===== src/hw/rtl/nccs_pkg.sv =====
// ----------------------------------------------------------------------------
// nccs_pkg
// Shared types and constants of the nand command cycle sequencer
// ----------------------------------------------------------------------------
package nccs_pkg;

  localparam int IN_W  = 48;
  localparam int OUT_W = 16;

  // nand command bytes
  localparam logic [7:0] OPC_READ0   = 8'h00;
  localparam logic [7:0] OPC_RDSPARE = 8'h50;
  localparam logic [7:0] OPC_SERIAL  = 8'h80;
  localparam logic [7:0] OPC_PROGRAM = 8'h10;
  localparam logic [7:0] OPC_READID  = 8'h90;
  localparam logic [7:0] OPC_ERASE1  = 8'h60;
  localparam logic [7:0] OPC_ERASE2  = 8'hD0;
  localparam logic [7:0] OPC_STATUS  = 8'h70;
  localparam logic [7:0] OPC_RDSTART = 8'h30;

  // operation kinds
  localparam logic [1:0] KIND_CMD  = 2'd0;
  localparam logic [1:0] KIND_ADDR = 2'd1;
  localparam logic [1:0] KIND_DOUT = 2'd2;
  localparam logic [1:0] KIND_DIN  = 2'd3;

  // cycle value sources
  localparam logic [2:0] VSEL_CONST = 3'd0;
  localparam logic [2:0] VSEL_ROW0  = 3'd1;
  localparam logic [2:0] VSEL_ROW1  = 3'd2;
  localparam logic [2:0] VSEL_ROW2  = 3'd3;
  localparam logic [2:0] VSEL_CNT   = 3'd4;

  // configuration register indexes
  localparam logic [1:0] CFG_LARGE_PAGE = 2'd0;
  localparam logic [1:0] CFG_DEV_SIZE   = 2'd1;
  localparam logic [1:0] CFG_FOUR_BUF   = 2'd2;

  localparam logic [5:0] DEV_SIZE_RESET = 6'd28;
  localparam logic [5:0] EXTRA_ROW_LP   = 6'd28;
  localparam logic [5:0] EXTRA_ROW_SP   = 6'd26;

  typedef struct packed {
    logic       load;
    logic       emit;
    logic [1:0] kind;
    logic       ext;
    logic [2:0] val_sel;
    logic [7:0] val_const;
    logic       wait_int;
    logic       last;
    logic       cnt_inc;
    logic       cnt_clr;
  } ctl_cmd_t;

  typedef struct packed {
    logic [7:0] opcode;
    logic       col_ok;
    logic       page_ok;
    logic       spare;
    logic       big_page;
    logic       extra_row;
    logic       xfer_last;
    logic       out_free;
  } dp_status_t;

endpackage


===== src/hw/rtl/nccs_datapath.sv =====
// ----------------------------------------------------------------------------
// nccs_datapath
// Request and configuration registers, buffer counter and output register
// ----------------------------------------------------------------------------
module nccs_datapath #(
  parameter int ROW_BITS = 24
) (
  input  logic                    clk,
  input  logic                    rst,
  input  logic [nccs_pkg::IN_W-1:0] s_tdata,
  input  logic                    cfg_valid,
  input  logic [1:0]              cfg_index,
  input  logic [5:0]              cfg_data,
  input  nccs_pkg::ctl_cmd_t      cmd,
  output nccs_pkg::dp_status_t    st,
  output logic                    m_tvalid,
  input  logic                    m_tready,
  output logic [nccs_pkg::OUT_W-1:0] m_tdata,
  output logic                    m_tuser,
  output logic                    m_tlast
);
  import nccs_pkg::*;

  logic                large_page;
  logic [5:0]          dev_size_log2;
  logic                four_buf;
  logic [7:0]          opcode;
  logic                col_ok;
  logic [11:0]         col;
  logic                page_ok;
  logic [ROW_BITS-1:0] page;
  logic [1:0]          cnt;
  logic [23:0]         page_ext;
  logic [7:0]          value;

  always_ff @(posedge clk) begin
    if (rst) begin
      large_page    <= 1'b0;
      dev_size_log2 <= DEV_SIZE_RESET;
      four_buf      <= 1'b0;
    end else if (cfg_valid) begin
      unique case (cfg_index)
        CFG_LARGE_PAGE: large_page    <= cfg_data[0];
        CFG_DEV_SIZE:   dev_size_log2 <= cfg_data;
        CFG_FOUR_BUF:   four_buf      <= cfg_data[0];
        default: ;
      endcase
    end
  end

  always_ff @(posedge clk) begin
    if (cmd.load) begin
      opcode  <= s_tdata[7:0];
      col_ok  <= s_tdata[8];
      col     <= s_tdata[20:9];
      page_ok <= s_tdata[21];
      page    <= s_tdata[22 +: ROW_BITS];
    end
  end

  always_ff @(posedge clk) begin
    if (rst) begin
      cnt <= 2'd0;
    end else if (cmd.load || cmd.cnt_clr) begin
      cnt <= 2'd0;
    end else if (cmd.cnt_inc) begin
      cnt <= cnt + 2'd1;
    end
  end

  assign page_ext = 24'(page);

  always_comb begin
    unique case (cmd.val_sel)
      VSEL_ROW0: value = page_ext[7:0];
      VSEL_ROW1: value = page_ext[15:8];
      VSEL_ROW2: value = page_ext[23:16];
      VSEL_CNT:  value = {6'd0, cnt};
      default:   value = cmd.val_const;
    endcase
  end

  always_ff @(posedge clk) begin
    if (rst) begin
      m_tvalid <= 1'b0;
    end else if (cmd.emit) begin
      m_tvalid <= 1'b1;
    end else if (m_tready) begin
      m_tvalid <= 1'b0;
    end
  end

  always_ff @(posedge clk) begin
    if (cmd.emit) begin
      m_tdata <= {5'd0, cmd.wait_int, value, cmd.kind};
      m_tuser <= cmd.ext;
      m_tlast <= cmd.last;
    end
  end

  assign st.opcode    = opcode;
  assign st.col_ok    = col_ok;
  assign st.page_ok   = page_ok;
  assign st.spare     = !col_ok || (large_page ? col[11] : (|col[11:9]));
  assign st.big_page  = large_page;
  assign st.extra_row = large_page ? (dev_size_log2 >= EXTRA_ROW_LP)
                                   : (dev_size_log2 >= EXTRA_ROW_SP);
  assign st.xfer_last = (cnt == ((large_page && four_buf) ? 2'd3 : 2'd0));
  assign st.out_free  = !m_tvalid || m_tready;

endmodule


===== src/hw/rtl/nccs_controller.sv =====
// ----------------------------------------------------------------------------
// nccs_controller
// Sequencing state machine for command, address and buffer operations
// ----------------------------------------------------------------------------
module nccs_controller (
  input  logic                 clk,
  input  logic                 rst,
  input  logic                 s_tvalid,
  output logic                 s_tready,
  input  nccs_pkg::dp_status_t st,
  output nccs_pkg::ctl_cmd_t   cmd
);
  import nccs_pkg::*;

  localparam logic [3:0] ST_IDLE    = 4'd0;
  localparam logic [3:0] ST_DECODE  = 4'd1;
  localparam logic [3:0] ST_PRE     = 4'd2;
  localparam logic [3:0] ST_RDCMD   = 4'd3;
  localparam logic [3:0] ST_MAINCMD = 4'd4;
  localparam logic [3:0] ST_XIN     = 4'd5;
  localparam logic [3:0] ST_COL0    = 4'd6;
  localparam logic [3:0] ST_COL1    = 4'd7;
  localparam logic [3:0] ST_ROW0    = 4'd8;
  localparam logic [3:0] ST_ROW1    = 4'd9;
  localparam logic [3:0] ST_ROW2    = 4'd10;
  localparam logic [3:0] ST_RDSTART = 4'd11;
  localparam logic [3:0] ST_XOUT    = 4'd12;
  localparam logic [3:0] ST_RDID    = 4'd13;

  logic [3:0] state;
  logic [3:0] state_next;
  logic       rd_phase;
  logic       rd_phase_next;

  assign s_tready = (state == ST_IDLE);

  always_comb begin
    logic       col_eff;
    logic       is_emit;
    logic       rd_clear;
    logic [3:0] nxt;
    logic [3:0] post_addr;
    logic [3:0] entry;
    logic [3:0] after_col;
    logic [3:0] after_read;

    cmd           = '0;
    state_next    = state;
    rd_phase_next = rd_phase;
    is_emit       = 1'b0;
    rd_clear      = 1'b0;
    nxt           = ST_IDLE;

    col_eff    = st.col_ok || (rd_phase && (st.opcode == OPC_SERIAL));
    post_addr  = rd_phase ? (st.big_page ? ST_RDSTART : ST_XOUT)
                          : ((st.opcode == OPC_READID) ? ST_RDID : ST_IDLE);
    after_col  = st.page_ok ? ST_ROW0 : post_addr;
    entry      = col_eff ? ST_COL0 : after_col;
    after_read = (st.opcode == OPC_SERIAL) ? ST_MAINCMD : ST_IDLE;

    unique case (state)
      ST_IDLE: begin
        cmd.load = s_tvalid;
        if (s_tvalid) begin
          state_next = ST_DECODE;
        end
      end
      ST_DECODE: begin
        rd_phase_next = 1'b0;
        unique case (st.opcode)
          OPC_STATUS, OPC_ERASE1, OPC_ERASE2, OPC_READID: state_next = ST_MAINCMD;
          OPC_READ0, OPC_RDSPARE: begin
            state_next    = ST_RDCMD;
            rd_phase_next = 1'b1;
          end
          OPC_SERIAL: begin
            if (st.spare && st.big_page) begin
              state_next    = ST_RDCMD;
              rd_phase_next = 1'b1;
            end else if (st.spare || !st.big_page) begin
              state_next = ST_PRE;
            end else begin
              state_next = ST_MAINCMD;
            end
          end
          OPC_PROGRAM: state_next = ST_XIN;
          default:     state_next = ST_IDLE;
        endcase
      end
      ST_PRE: begin
        is_emit       = 1'b1;
        cmd.val_const = st.spare ? OPC_RDSPARE : OPC_READ0;
        nxt           = ST_MAINCMD;
      end
      ST_RDCMD: begin
        is_emit       = 1'b1;
        cmd.val_const = st.big_page ? OPC_READ0 : st.opcode;
        nxt           = entry;
      end
      ST_MAINCMD: begin
        is_emit       = 1'b1;
        cmd.val_const = st.opcode;
        cmd.wait_int  = (st.opcode == OPC_STATUS) || (st.opcode == OPC_PROGRAM) ||
                        (st.opcode == OPC_READID);
        nxt           = entry;
      end
      ST_XIN: begin
        is_emit      = 1'b1;
        cmd.kind     = KIND_DIN;
        cmd.val_sel  = VSEL_CNT;
        cmd.wait_int = 1'b1;
        nxt          = st.xfer_last ? ST_MAINCMD : ST_XIN;
      end
      ST_COL0: begin
        is_emit      = 1'b1;
        cmd.kind     = KIND_ADDR;
        cmd.wait_int = !st.page_ok;
        nxt          = st.big_page ? ST_COL1 : after_col;
      end
      ST_COL1: begin
        is_emit  = 1'b1;
        cmd.kind = KIND_ADDR;
        nxt      = after_col;
      end
      ST_ROW0: begin
        is_emit     = 1'b1;
        cmd.kind    = KIND_ADDR;
        cmd.val_sel = VSEL_ROW0;
        nxt         = ST_ROW1;
      end
      ST_ROW1: begin
        is_emit      = 1'b1;
        cmd.kind     = KIND_ADDR;
        cmd.val_sel  = VSEL_ROW1;
        cmd.wait_int = !st.extra_row;
        nxt          = st.extra_row ? ST_ROW2 : post_addr;
      end
      ST_ROW2: begin
        is_emit      = 1'b1;
        cmd.kind     = KIND_ADDR;
        cmd.val_sel  = VSEL_ROW2;
        cmd.wait_int = 1'b1;
        nxt          = post_addr;
      end
      ST_RDSTART: begin
        is_emit       = 1'b1;
        cmd.val_const = OPC_RDSTART;
        cmd.wait_int  = 1'b1;
        nxt           = ST_XOUT;
      end
      ST_XOUT: begin
        is_emit      = 1'b1;
        cmd.kind     = KIND_DOUT;
        cmd.val_sel  = VSEL_CNT;
        cmd.wait_int = 1'b1;
        rd_clear     = st.xfer_last;
        nxt          = st.xfer_last ? after_read : ST_XOUT;
      end
      ST_RDID: begin
        is_emit      = 1'b1;
        cmd.ext      = 1'b1;
        cmd.wait_int = 1'b1;
        nxt          = ST_IDLE;
      end
      default: state_next = ST_IDLE;
    endcase

    if (is_emit && st.out_free) begin
      cmd.emit   = 1'b1;
      cmd.last   = (nxt == ST_IDLE);
      state_next = nxt;
      if (state == ST_XIN || state == ST_XOUT) begin
        cmd.cnt_inc = !st.xfer_last;
        cmd.cnt_clr = st.xfer_last;
      end
      if (rd_clear) begin
        rd_phase_next = 1'b0;
      end
    end
  end

  always_ff @(posedge clk) begin
    if (rst) begin
      state    <= ST_IDLE;
      rd_phase <= 1'b0;
    end else begin
      state    <= state_next;
      rd_phase <= rd_phase_next;
    end
  end

`ifndef SYNTHESIS
  a_accept_decode: assert property (@(posedge clk) disable iff (rst)
    s_tvalid && s_tready |=> state == ST_DECODE)
    else $error("accepted item not followed by decode");

  a_emit_free: assert property (@(posedge clk) disable iff (rst)
    cmd.emit |-> st.out_free)
    else $error("operation issued into a full output register");

  a_read_path: assert property (@(posedge clk) disable iff (rst)
    (state == ST_RDSTART || state == ST_XOUT) |-> rd_phase)
    else $error("read start or data out outside a read sequence");

  a_last_idle: assert property (@(posedge clk) disable iff (rst)
    cmd.emit && cmd.last |=> state == ST_IDLE)
    else $error("sequencer busy after final operation");
`endif

endmodule


===== src/hw/rtl/nand_command_cycle_sequencer_core.sv =====
// ----------------------------------------------------------------------------
// nand_command_cycle_sequencer_core
// Turns one nand request into its run of controller operations
// ----------------------------------------------------------------------------
// One request is taken when the sequencer is idle; the cycle after that is
// spent decoding it, and then the state machine issues one operation per
// clock into the output register while the result side does not stall, so a
// request produces n operations (n from 0 to 17). An unknown command byte is
// consumed with no output.
// Configuration writes are taken at any time but are meant for idle periods.
module nand_command_cycle_sequencer_core #(
  parameter int ROW_BITS = 24
) (
  input  logic        clk,
  input  logic        rst,
  input  logic        s_tvalid,
  output logic        s_tready,
  // opcode[7:0], column_present[8], column_addr[20:9], page_present[21],
  // row_address[45:22], zero pad[47:46]
  input  logic [47:0] s_tdata,
  output logic        m_tvalid,
  input  logic        m_tready,
  // op_kind[1:0], cycle_value[9:2], wait_interrupt[10], zero pad[15:11]
  output logic [15:0] m_tdata,
  // op_kind_ext[0]
  output logic        m_tuser,
  output logic        m_tlast,
  input  logic        cfg_valid,
  output logic        cfg_ready,
  input  logic [1:0]  cfg_index,
  input  logic [5:0]  cfg_data
);
  import nccs_pkg::*;

  ctl_cmd_t   cmd;
  dp_status_t st;

  assign cfg_ready = 1'b1;

  nccs_controller u_ctrl (
    .clk      (clk),
    .rst      (rst),
    .s_tvalid (s_tvalid),
    .s_tready (s_tready),
    .st       (st),
    .cmd      (cmd)
  );

  nccs_datapath #(
    .ROW_BITS (ROW_BITS)
  ) u_dp (
    .clk       (clk),
    .rst       (rst),
    .s_tdata   (s_tdata),
    .cfg_valid (cfg_valid),
    .cfg_index (cfg_index),
    .cfg_data  (cfg_data),
    .cmd       (cmd),
    .st        (st),
    .m_tvalid  (m_tvalid),
    .m_tready  (m_tready),
    .m_tdata   (m_tdata),
    .m_tuser   (m_tuser),
    .m_tlast   (m_tlast)
  );

endmodule

===== config.mk =====
export PLATFORM = sky130hd
export DESIGN_NAME = nand_command_cycle_sequencer_core
export DESIGN_NICKNAME = d
export VERILOG_FILES = /design/src/hw/rtl/nccs_pkg.sv /design/src/hw/rtl/nccs_datapath.sv /design/src/hw/rtl/nccs_controller.sv /design/src/hw/rtl/nand_command_cycle_sequencer_core.sv
export SDC_FILE = /design/constraint.sdc
export NUM_CORES = 1
export LEC_CHECK = 0
export ABC_AREA = 1
export BUFFER_PORTS_ARGS = -buffer_cell sky130_fd_sc_hd__buf_2
export CAP_MARGIN = 20
export CORE_UTILIZATION = 52
export DETAILED_ROUTE_END_ITERATION = 16
export GPL_TIMING_DRIVEN = 0
export PLACE_DENSITY = 0.79
export SLEW_MARGIN = 40
export SYNTH_ARGS = -nofsm -noshare
export SYNTH_HDL_FRONTEND = slang
export SYNTH_SLANG_ARGS = --single-unit

===== constraint.sdc =====
create_clock -name clk -period 2.23 [get_ports clk]
set_input_delay 0.223 -clock clk [delete_from_list [all_inputs] [get_ports clk]]
set_output_delay 0.223 -clock clk [all_outputs]
set_load 0.01 [all_outputs]

# Word level (Yosys, flattened, before mapping)
# Index checks and enable logic that the tools add are counted.
[totals] output_inout_bits=21 reg_bits=75 word_cells=124 in_bits=61
[op_classes] n_eq_ne=29 addsub=1 reduce_logical=36 mux=41 magnitude_cmp=2
[op_table] op="8-bit case mux with 4 select lines" count=2
[op_table] op="4-bit case mux with 10 select lines" count=1
[op_table] op="4-bit 2-to-1 mux" count=9
[op_table] op="4-bit equality test (second input constant)" count=6
[op_table] op="8-bit by 7-bit equality test with 1-bit output (second input constant)" count=3
[op_table] op="8-bit equality test (second input constant)" count=3
[op_table] op="4-bit by 3-bit equality test with 1-bit output (second input constant)" count=4
[op_table] op="4-bit case mux with 4 select lines" count=1
[op_table] op="1-bit 2-to-1 mux" count=14
[op_table] op="6-bit by 5-bit >= comparator with 1-bit output (second input constant)" count=2
[op_table] op="3-bit 2-to-1 mux" count=4
[op_table] op="3-bit case mux with 4 select lines" count=1
[op_table] op="4-bit case mux with 3 select lines" count=1
[op_table] op="12-bit OR reduction" count=1
[op_table] op="5-bit OR reduction" count=2
[op_table] op="4-bit by 2-bit equality test with 1-bit output (second input constant)" count=2
[op_table] op="8-bit by 5-bit equality test with 1-bit output (second input constant)" count=1
[op_table] op="4-bit logical NOT" count=2
[op_table] op="8-bit logical NOT" count=1
[op_table] op="1-bit logical OR" count=8
[op_table] op="8-bit 2-to-1 mux" count=1
[op_table] op="2-bit AND reduction" count=4
[op_table] op="2-bit OR reduction" count=4
[op_table] op="7-bit 2-to-1 mux" count=1
[op_table] op="other kinds (20)" count=31

# Depth between registers and ports, before layout
# Gate-level depths: netlist of run 1.
[depth] ltp_word=9 mapped_depth=13 depth_no_buf=12

# By module
# A second synthesis of run 1 with hierarchy kept.
[hier_totals] hier_cells=379 area_unflattened_um2=3296.9
[modules_own_cells] module="nccs_datapath" seq_area_each_um2=1701.6 n_inst=1 area_each_um2=2373.5 cells_each=197
[modules_own_cells] module="nccs_controller" seq_area_each_um2=100.1 n_inst=1 area_each_um2=912.1 cells_each=180
[modules_own_cells] module="nand_command_cycle_sequencer_core" seq_area_each_um2=0.0 n_inst=1 area_each_um2=11.3 cells_each=2

# Worst setup path before layout of run 1
# No wires, ideal clock.
[synth_timing] path_kind="register to register" from="register u_ctrl.state[2]" to="register u_dp.col[10], enable pin" path_stages_with_launch=6 required_ns=1.838 n_path_buf=0 arrival_time_ns=1.524 period_less_slack_ns=1.915 setup_slack_ns=0.315 setup_time_ns=0.392 cell_sequence="dfxtp_1 -> nor2_2 -> nand2_1 -> inv_1 -> nand2_1 -> inv_1"
[synth_lines] item="start, declared" line="nccs_controller.sv:30" source="logic [3:0] state;"
[synth_lines] item="start signal, assigned" line="nccs_controller.sv:187" source="state <= state_next;"
[synth_lines] item="end signal, assigned" line="nccs_datapath.sv:55" source="col <= s_tdata[20:9];"
[synth_lines] item="end, declared" line="nccs_datapath.sv:29" source="logic [11:0] col;"

# Final worst setup path of run 1
[layout_timing] from="register u_ctrl.state[3]" to="register u_ctrl.state[0]"
[layout_between] elab_chain_cells=6 word_cells_on_any_way=24 cone_classes="eq/ne: 15; mux: 4; reduce/logical: 5"
[layout_lines] item="4-bit by 3-bit equality test with 1-bit output, or another cell as far along" line="nccs_controller.sv:61" source="unique case (state)"
[layout_lines] item="12-bit OR reduction (no source line)"
[layout_lines] item="1-bit 2-to-1 mux" line="nccs_controller.sv:61"
[layout_lines] item="1-bit logical AND" line="nccs_controller.sv:168" source="if (is_emit && st.out_free) begin"
[layout_lines] item="3-bit by 2-bit != test with 1-bit output (no source line) / 2-bit by 1-bit != test with 1-bit output (equally long branches)"
[layout_lines] item="2-bit AND reduction (no source line)"
# Several ways; a longest one is shown, not always the timed one.
# A chain may end at the register's enable or synchronous reset.

==> run metrics, run 1 <==
FF-to-FF End u_ctrl.state[0]$_SDFFE_PP0P_; Post-CTS Setup Inserts 0; Slew Limit Fails 0; antenna cells 0; Hold Path Class in -> reg; Post-Route WL ~6.7 mm; Syn Inst Count about 340; total grt overflow 0; initial antenna violation count 0; Post-CTS Hold Fix Bufs 0; IO buf count 63; core footprint about 0.0056 mm2; CTS tree built; register bit total from synthesis 65; Detail Placement HPWL 4.94 mm; vias in the first global route around 2400; GP Congestion approximately 0.94; H-tree levels 3; Seq/Total Area, Yosys 0.585; crit path DAT around 2.2 ns; Worst-path clk slew around 0.070 ns; Syn. warnings 0; fin crit share 0.866; R2R Setup Slk 0.30 ns; First DRT Iteration DRCs 158; vias between 2000 and 3000; WP data required ~2.5 ns; # DRC 0; P per Cell Area approximately 700 mW/mm2; Critical Path Start Type flop; post-route ant nets 0; die area a little over 0.006 mm2; Synth async-reset ratio 0; die width 79.0 um; post-CTS sizing 0; Power Internal 1.96 mW; R2R depth 11; largest net degree at the start of global routing 38; CTS Sinks 65; leading cell types in the layout, fill and taps excluded 81 x nand2_1, 65 x buf_2, 50 x edfxtp_1; Final Setup Violations 0; Placed Area approximately 0.0035 mm2; EDFF count, synth 50; Initial Util 0.550; fraction of layout cells with a size suffix above 1 0.246; switching pwr roughly 600 uW; Clock Latency Late Sink 0.35 ns; Yosys top cell area share 0.487; worst hold endpoint u_dp.page[15]$_DFFE_PP_; Max Clock Freq ~520 MHz; design area 0.00370 mm2; Unique masters post-synth 32; status completed; Post-Syn Area just over 0.003 mm2; P_leak ~1.6 nW; Longest Clk Path Bufs 2; Filler Cells Inserted 489; first-pass GRT wire length 10.6 mm; power after layout around 2.6 mW; Logic pwr share 0.073; Hold Crit Depth 1; RSZ-0062 raised after global routing no; # nets final approximately 480; Slew @ Worst Pin 0.751 ns; CP Max Fanout 22; placed cell count roughly 480; Setup Skew ~0.0076 ns; CTS Root Cell clkbuf_8; Boundary Pins between 80 and 90; largest area contributor in the netlist edfxtp_1; hold_sp s_tdata[37]; global-route usage over all layers 0.234; Layout Cells excl Fill around 490; Worst slew margin 0.498; Area contributors post-synth edfxtp_1 49%, nand2_1 9.9%, dfxtp_1 9.7%, inv_1 5.2%, nor2_1 4.6%; Main synth FF type edfxtp_1; VDD IR-drop max between 0.0005 and 0.0006 V; DR pass1 iterations 4; synthesis-to-finish area growth 20.0%; Via density roughly 5; Min Clock Period, post-route about 1.9 ns; register area 0.00180 mm2; CTS Buf Count 9; syn avg cell area between 9 and 10 um2; maximum capacitance violations 0; WL/cell between 10 and 15 um; Reg power frac 0.541; Net Sw Frac 0.240; Rows 27; proportion of power drawn by the clock network 0.386; reg2reg start u_ctrl.state[3]$_SDFFE_PP0P_; final hold vios 0; CP Capture Type flop; most common cell after layout, fill and taps aside nand2_1; area of the multi-input gates 0.00106 mm2; Setup CP Type reg -> reg; Die Span Y about 80 um
==> sequential cells by signal (all words and copies together) (netlist names), 2 cells and up <==
signal              count
u_dp.opcode             8
u_dp.dev_size_log2      5
u_dp.page              24
u_dp.col                3
u_dp.cnt                2
u_ctrl.state            4
u_dp.m_tdata           11
==> final cells by class <==
class	instances	share of cell area
clock buffer	10	0.0345
buffer	10	0.0179
tap	72	0.0244
sequential	65	0.487
timing repair buffer	63	0.0853
clock inverter	6	0.0183
inverter	46	0.0467
multi-input combinational	222	0.286
==> per-stage QoR <==
step                      setup slack [ns]   util  hold slack [ns]  TNS [ns]
after CTS                            0.309  0.659           0.0337         0
final                                0.298  0.659           0.0483         0
after global placement            -0.00445  0.624            0.400   -0.0901
after detailed placement             0.324  0.624            0.401         0
after global routing                0.0988  0.659           0.0274         0
after floorplan                      0.315      -            0.322         0
==> worst max-delay path by stage <==
stage / startpoint / endpoint / slack [ns] / cells after the start
global route: u_ctrl.state[3]$_SDFFE_PP0P_ / u_ctrl.state[0]$_SDFFE_PP0P_ / 0.1 / 11
global placement: u_ctrl.state[1]$_SDFFE_PP0P_ / u_dp.opcode[5]$_DFFE_PP_ / -0.004 / 5
finish: u_ctrl.state[3]$_SDFFE_PP0P_ / u_ctrl.state[0]$_SDFFE_PP0P_ / 0.30 / 11
floorplan: u_ctrl.state[2]$_SDFFE_PP0P_ / u_dp.col[10]$_DFFE_PP_ / 0.31 / 5
CTS: u_ctrl.state[3]$_SDFFE_PP0P_ / u_ctrl.state[0]$_SDFFE_PP0P_ / 0.31 / 11
detailed placement: u_ctrl.state[3]$_SDFFE_PP0P_ / u_ctrl.state[0]$_SDFFE_PP0P_ / 0.32 / 11
==> power groups by stage <==
| stage | sequential [mW] | clock [mW] | combinational [mW] |
|---|---|---|---|
| after detailed placement | 1.42 | 0 | 0.187 |
| after global routing | 1.40 | 1.06 | 0.211 |
| after floorplan | 1.41 | 0 | 0.113 |
| after CTS | 1.39 | 1.01 | 0.188 |
| final | 1.39 | 0.995 | 0.187 |
| after global placement | 1.42 | 0 | 0.180 |
==> cell families after synthesis <==
kind of cell | count (synthesis) | share of synthesized area
other | 2 | 0.00244
AOI/OAI and AO/OA | 50 | 0.104
DFF | 65 | 0.585
buffers and inverters | 56 | 0.0775
xor gates and xnor gates | 1 | 0.00284
and+or+nand+nor | 165 | 0.229
==> layer usage <==
metal,part of all wire,GRT usage
met1,0.45,0.290
met2,0.47,0.364
met3,0.050,0.0678
met4,0.028,0.136
met5,0,0
==> critical path, cell delays in order, from the launching register on <==
cell and delay [ns]:
dfxtp_1 0.48, nor2_2 0.11, nand2_2 0.09, o21ai_2 0.08, nor2_4 0.48, inv_2 0.13
nand2_2 0.13, inv_1 0.06, nor2_1 0.08, nand2_1 0.06, nand2_1 0.05, a21oi_1 0.06
==> Yosys cell counts (2+ instances only) <==
| cell type | count |
|---|---|
| a31oi_1 | 3 |
| inv_2 | 3 |
| nor2_1 | 38 |
| nand3_1 | 25 |
| a21oi_1 | 12 |
| nand4_1 | 4 |
| o211ai_1 | 3 |
| nor3_1 | 5 |
| inv_1 | 43 |
| a22oi_1 | 2 |
| nor2_2 | 5 |
| nand2_1 | 81 |
| buf_2 | 2 |
| conb_1 | 2 |
| edfxtp_1 | 50 |
| o2111ai_1 | 6 |
| nand2_2 | 3 |
| a22o_1 | 4 |
| dfxtp_1 | 15 |
| buf_4 | 7 |
| o21ai_0 | 15 |
Power figures use the tool's default switching activity.
==> run 2, diff against run 1 <==
==> constraint.sdc (replaced) <==
create_clock -name clk -period 2.23 [get_ports clk]
set_input_delay 0 -clock clk [delete_from_list [all_inputs] [get_ports clk]]
set_output_delay 0 -clock clk [all_outputs]
set_load 0.01 [all_outputs]
==> run metrics, run 2 (synthesized netlist as in run 1, its figures left out) <==
IO buf count between 60 and 70; # nets final ~530; DR pass1 iterations 4; hold_sp rst; Post-CTS Hold Fix Bufs 48; Net Sw Frac 0.243; FF-to-FF End u_ctrl.state[0]$_SDFFE_PP0P_; Hold Path Class in -> reg; Rows 27; synthesis-to-finish area growth 35.6%; maximum capacitance violations 0; final setup TNS 0 ns; Setup CP Type reg -> reg; antenna cells 0; WL/cell roughly 15 um; die width ~79 um; Critical Path Start Type flop; Die Span Y 79.0 um; design area around 0.0042 mm2; final hold vios 0; status completed; CTS Sinks 65; Worst-path clk slew about 0.07 ns; Initial Util 0.550; Longest Clk Path Bufs 2; Slew Limit Fails 0; GP Congestion between 0.9 and 1; Final Setup Violations 0; R2R Setup Slk approximately 0.29 ns; Setup Skew around 0.0045 ns; CTS Buf Count 9; leading cell types in the layout, fill and taps excluded 81 x nand2_1, 65 x buf_2, 50 x edfxtp_1; R2R depth 11; RSZ-0062 raised after global routing no; P_leak about 1.8 nW; area of the multi-input gates about 0.0011 mm2; P per Cell Area 636 mW/mm2; global-route usage over all layers 0.275; worst hold endpoint u_dp.m_tvalid$_SDFFE_PP0P_; Top reg by flops u_dp.page; core footprint between 0.005 and 0.006 mm2; crit path DAT about 2.2 ns; fin crit share 0.871; largest net degree at the start of global routing 38; Reg power frac 0.525; Post-CTS Setup Inserts 0; fin util 0.745; Hold Crit Depth 2; Placed Area between 0.003 and 0.004 mm2; Slew @ Worst Pin 0.750 ns; CP Max Fanout 22; most common cell after layout, fill and taps aside nand2_1; register area roughly 0.0018 mm2; CP Capture Type flop; Worst slew margin 0.499; Logic pwr share 0.097; First DRT Iteration DRCs roughly 230; total grt overflow 0; proportion of power drawn by the clock network 0.378; WP data required around 2.5 ns; initial antenna violation count 0; vias in the first global route 2793; final hold slack around 0.012 ns; H-tree levels 3; Via density 5.10; first-pass GRT wire length 12.5 mm; Boundary Pins between 80 and 90; vias about 2800; CTS tree built; VDD IR-drop max 0.000514 V; Power Internal around 2.0 mW; CTS Root Cell clkbuf_8; Filler Cells Inserted roughly 420; die area 0.00624 mm2; fraction of layout cells with a size suffix above 1 0.221; reg2reg start u_ctrl.state[3]$_SDFFE_PP0P_; switching pwr 646 uW; Post-Route WL around 8.0 mm; Clock Latency Late Sink 0.35 ns; Largest register FFs 24; Detail Placement HPWL around 5 mm; Min Clock Period, post-route between 1.5 and 2 ns; post-CTS sizing 0; biggest regs u_dp.page: 24 flops, u_dp.m_tdata: 11 flops, u_dp.opcode: 8 flops; # DRC 0; Max Clock Freq between 500 and 600 MHz; post-route ant nets 0
## run 2: area by class of cell
type                       instances  share of cell area
sequential                        65               0.431
clock buffer                      10              0.0305
timing repair buffer             111               0.190
buffer                            10              0.0159
clock inverter                     6              0.0162
tap                               72              0.0216
multi-input combinational        222               0.253
inverter                          46              0.0413
## run 2: how the worst max path moves through the flow
| stage | start | endpoint | slack (ns) |
|---|---|---|---|
| final | u_ctrl.state[3]$_SDFFE_PP0P_ | u_ctrl.state[0]$_SDFFE_PP0P_ | 0.29 |
| after global routing | u_ctrl.state[3]$_SDFFE_PP0P_ | u_ctrl.state[0]$_SDFFE_PP0P_ | 0.1 |
| after CTS | u_ctrl.state[3]$_SDFFE_PP0P_ | u_ctrl.state[0]$_SDFFE_PP0P_ | 0.31 |
| after detailed placement | u_ctrl.state[3]$_SDFFE_PP0P_ | u_ctrl.state[0]$_SDFFE_PP0P_ | 0.32 |
| after global placement | u_ctrl.state[1]$_SDFFE_PP0P_ | u_dp.opcode[5]$_DFFE_PP_ | -0.004 |
| after floorplan | u_ctrl.state[2]$_SDFFE_PP0P_ | u_dp.col[10]$_DFFE_PP_ | 0.31 |
## run 2: metal layers
layer | share of wire | vias to the layer above | GRT usage
li1 | - | 1387 | -
met5 | 0 | - | 0
met3 | 0.073 | 16 | 0.0506
met2 | 0.51 | 113 | 0.485
met4 | 0.019 | 0 | 0.155
met1 | 0.39 | 1248 | 0.312
## run 2: through the flow
step | power, mW | std cells | setup slack [ns]
6_report | 2.66 | 542 | 0.289
5_1_grt | 2.75 | 542 | 0.0991
4_1_cts | 2.65 | 542 | 0.309
3_5_place_dp | 1.61 | 478 | 0.324
3_3_place_gp | 1.60 | 478 | -0.00445
2_1_floorplan | 1.53 | 343 | 0.315
## run 2: critical path, stage by stage (launching register included)
cell and delay, ns:
dfxtp_1 0.48, nor2_2 0.11, nand2_2 0.09, o21ai_2 0.08, nor2_4 0.49, inv_2 0.13
nand2_2 0.13, inv_1 0.06, nor2_1 0.08, nand2_1 0.06, nand2_1 0.05, a21oi_1 0.06
## run 2: power groups by stage
stage	logic, mW	registers, mW	clock network, mW
after CTS	0.250	1.39	1.01
after global routing	0.284	1.40	1.06
after floorplan	0.113	1.41	0
final	0.259	1.39	1.00
after detailed placement	0.187	1.42	0
after global placement	0.180	1.42	0
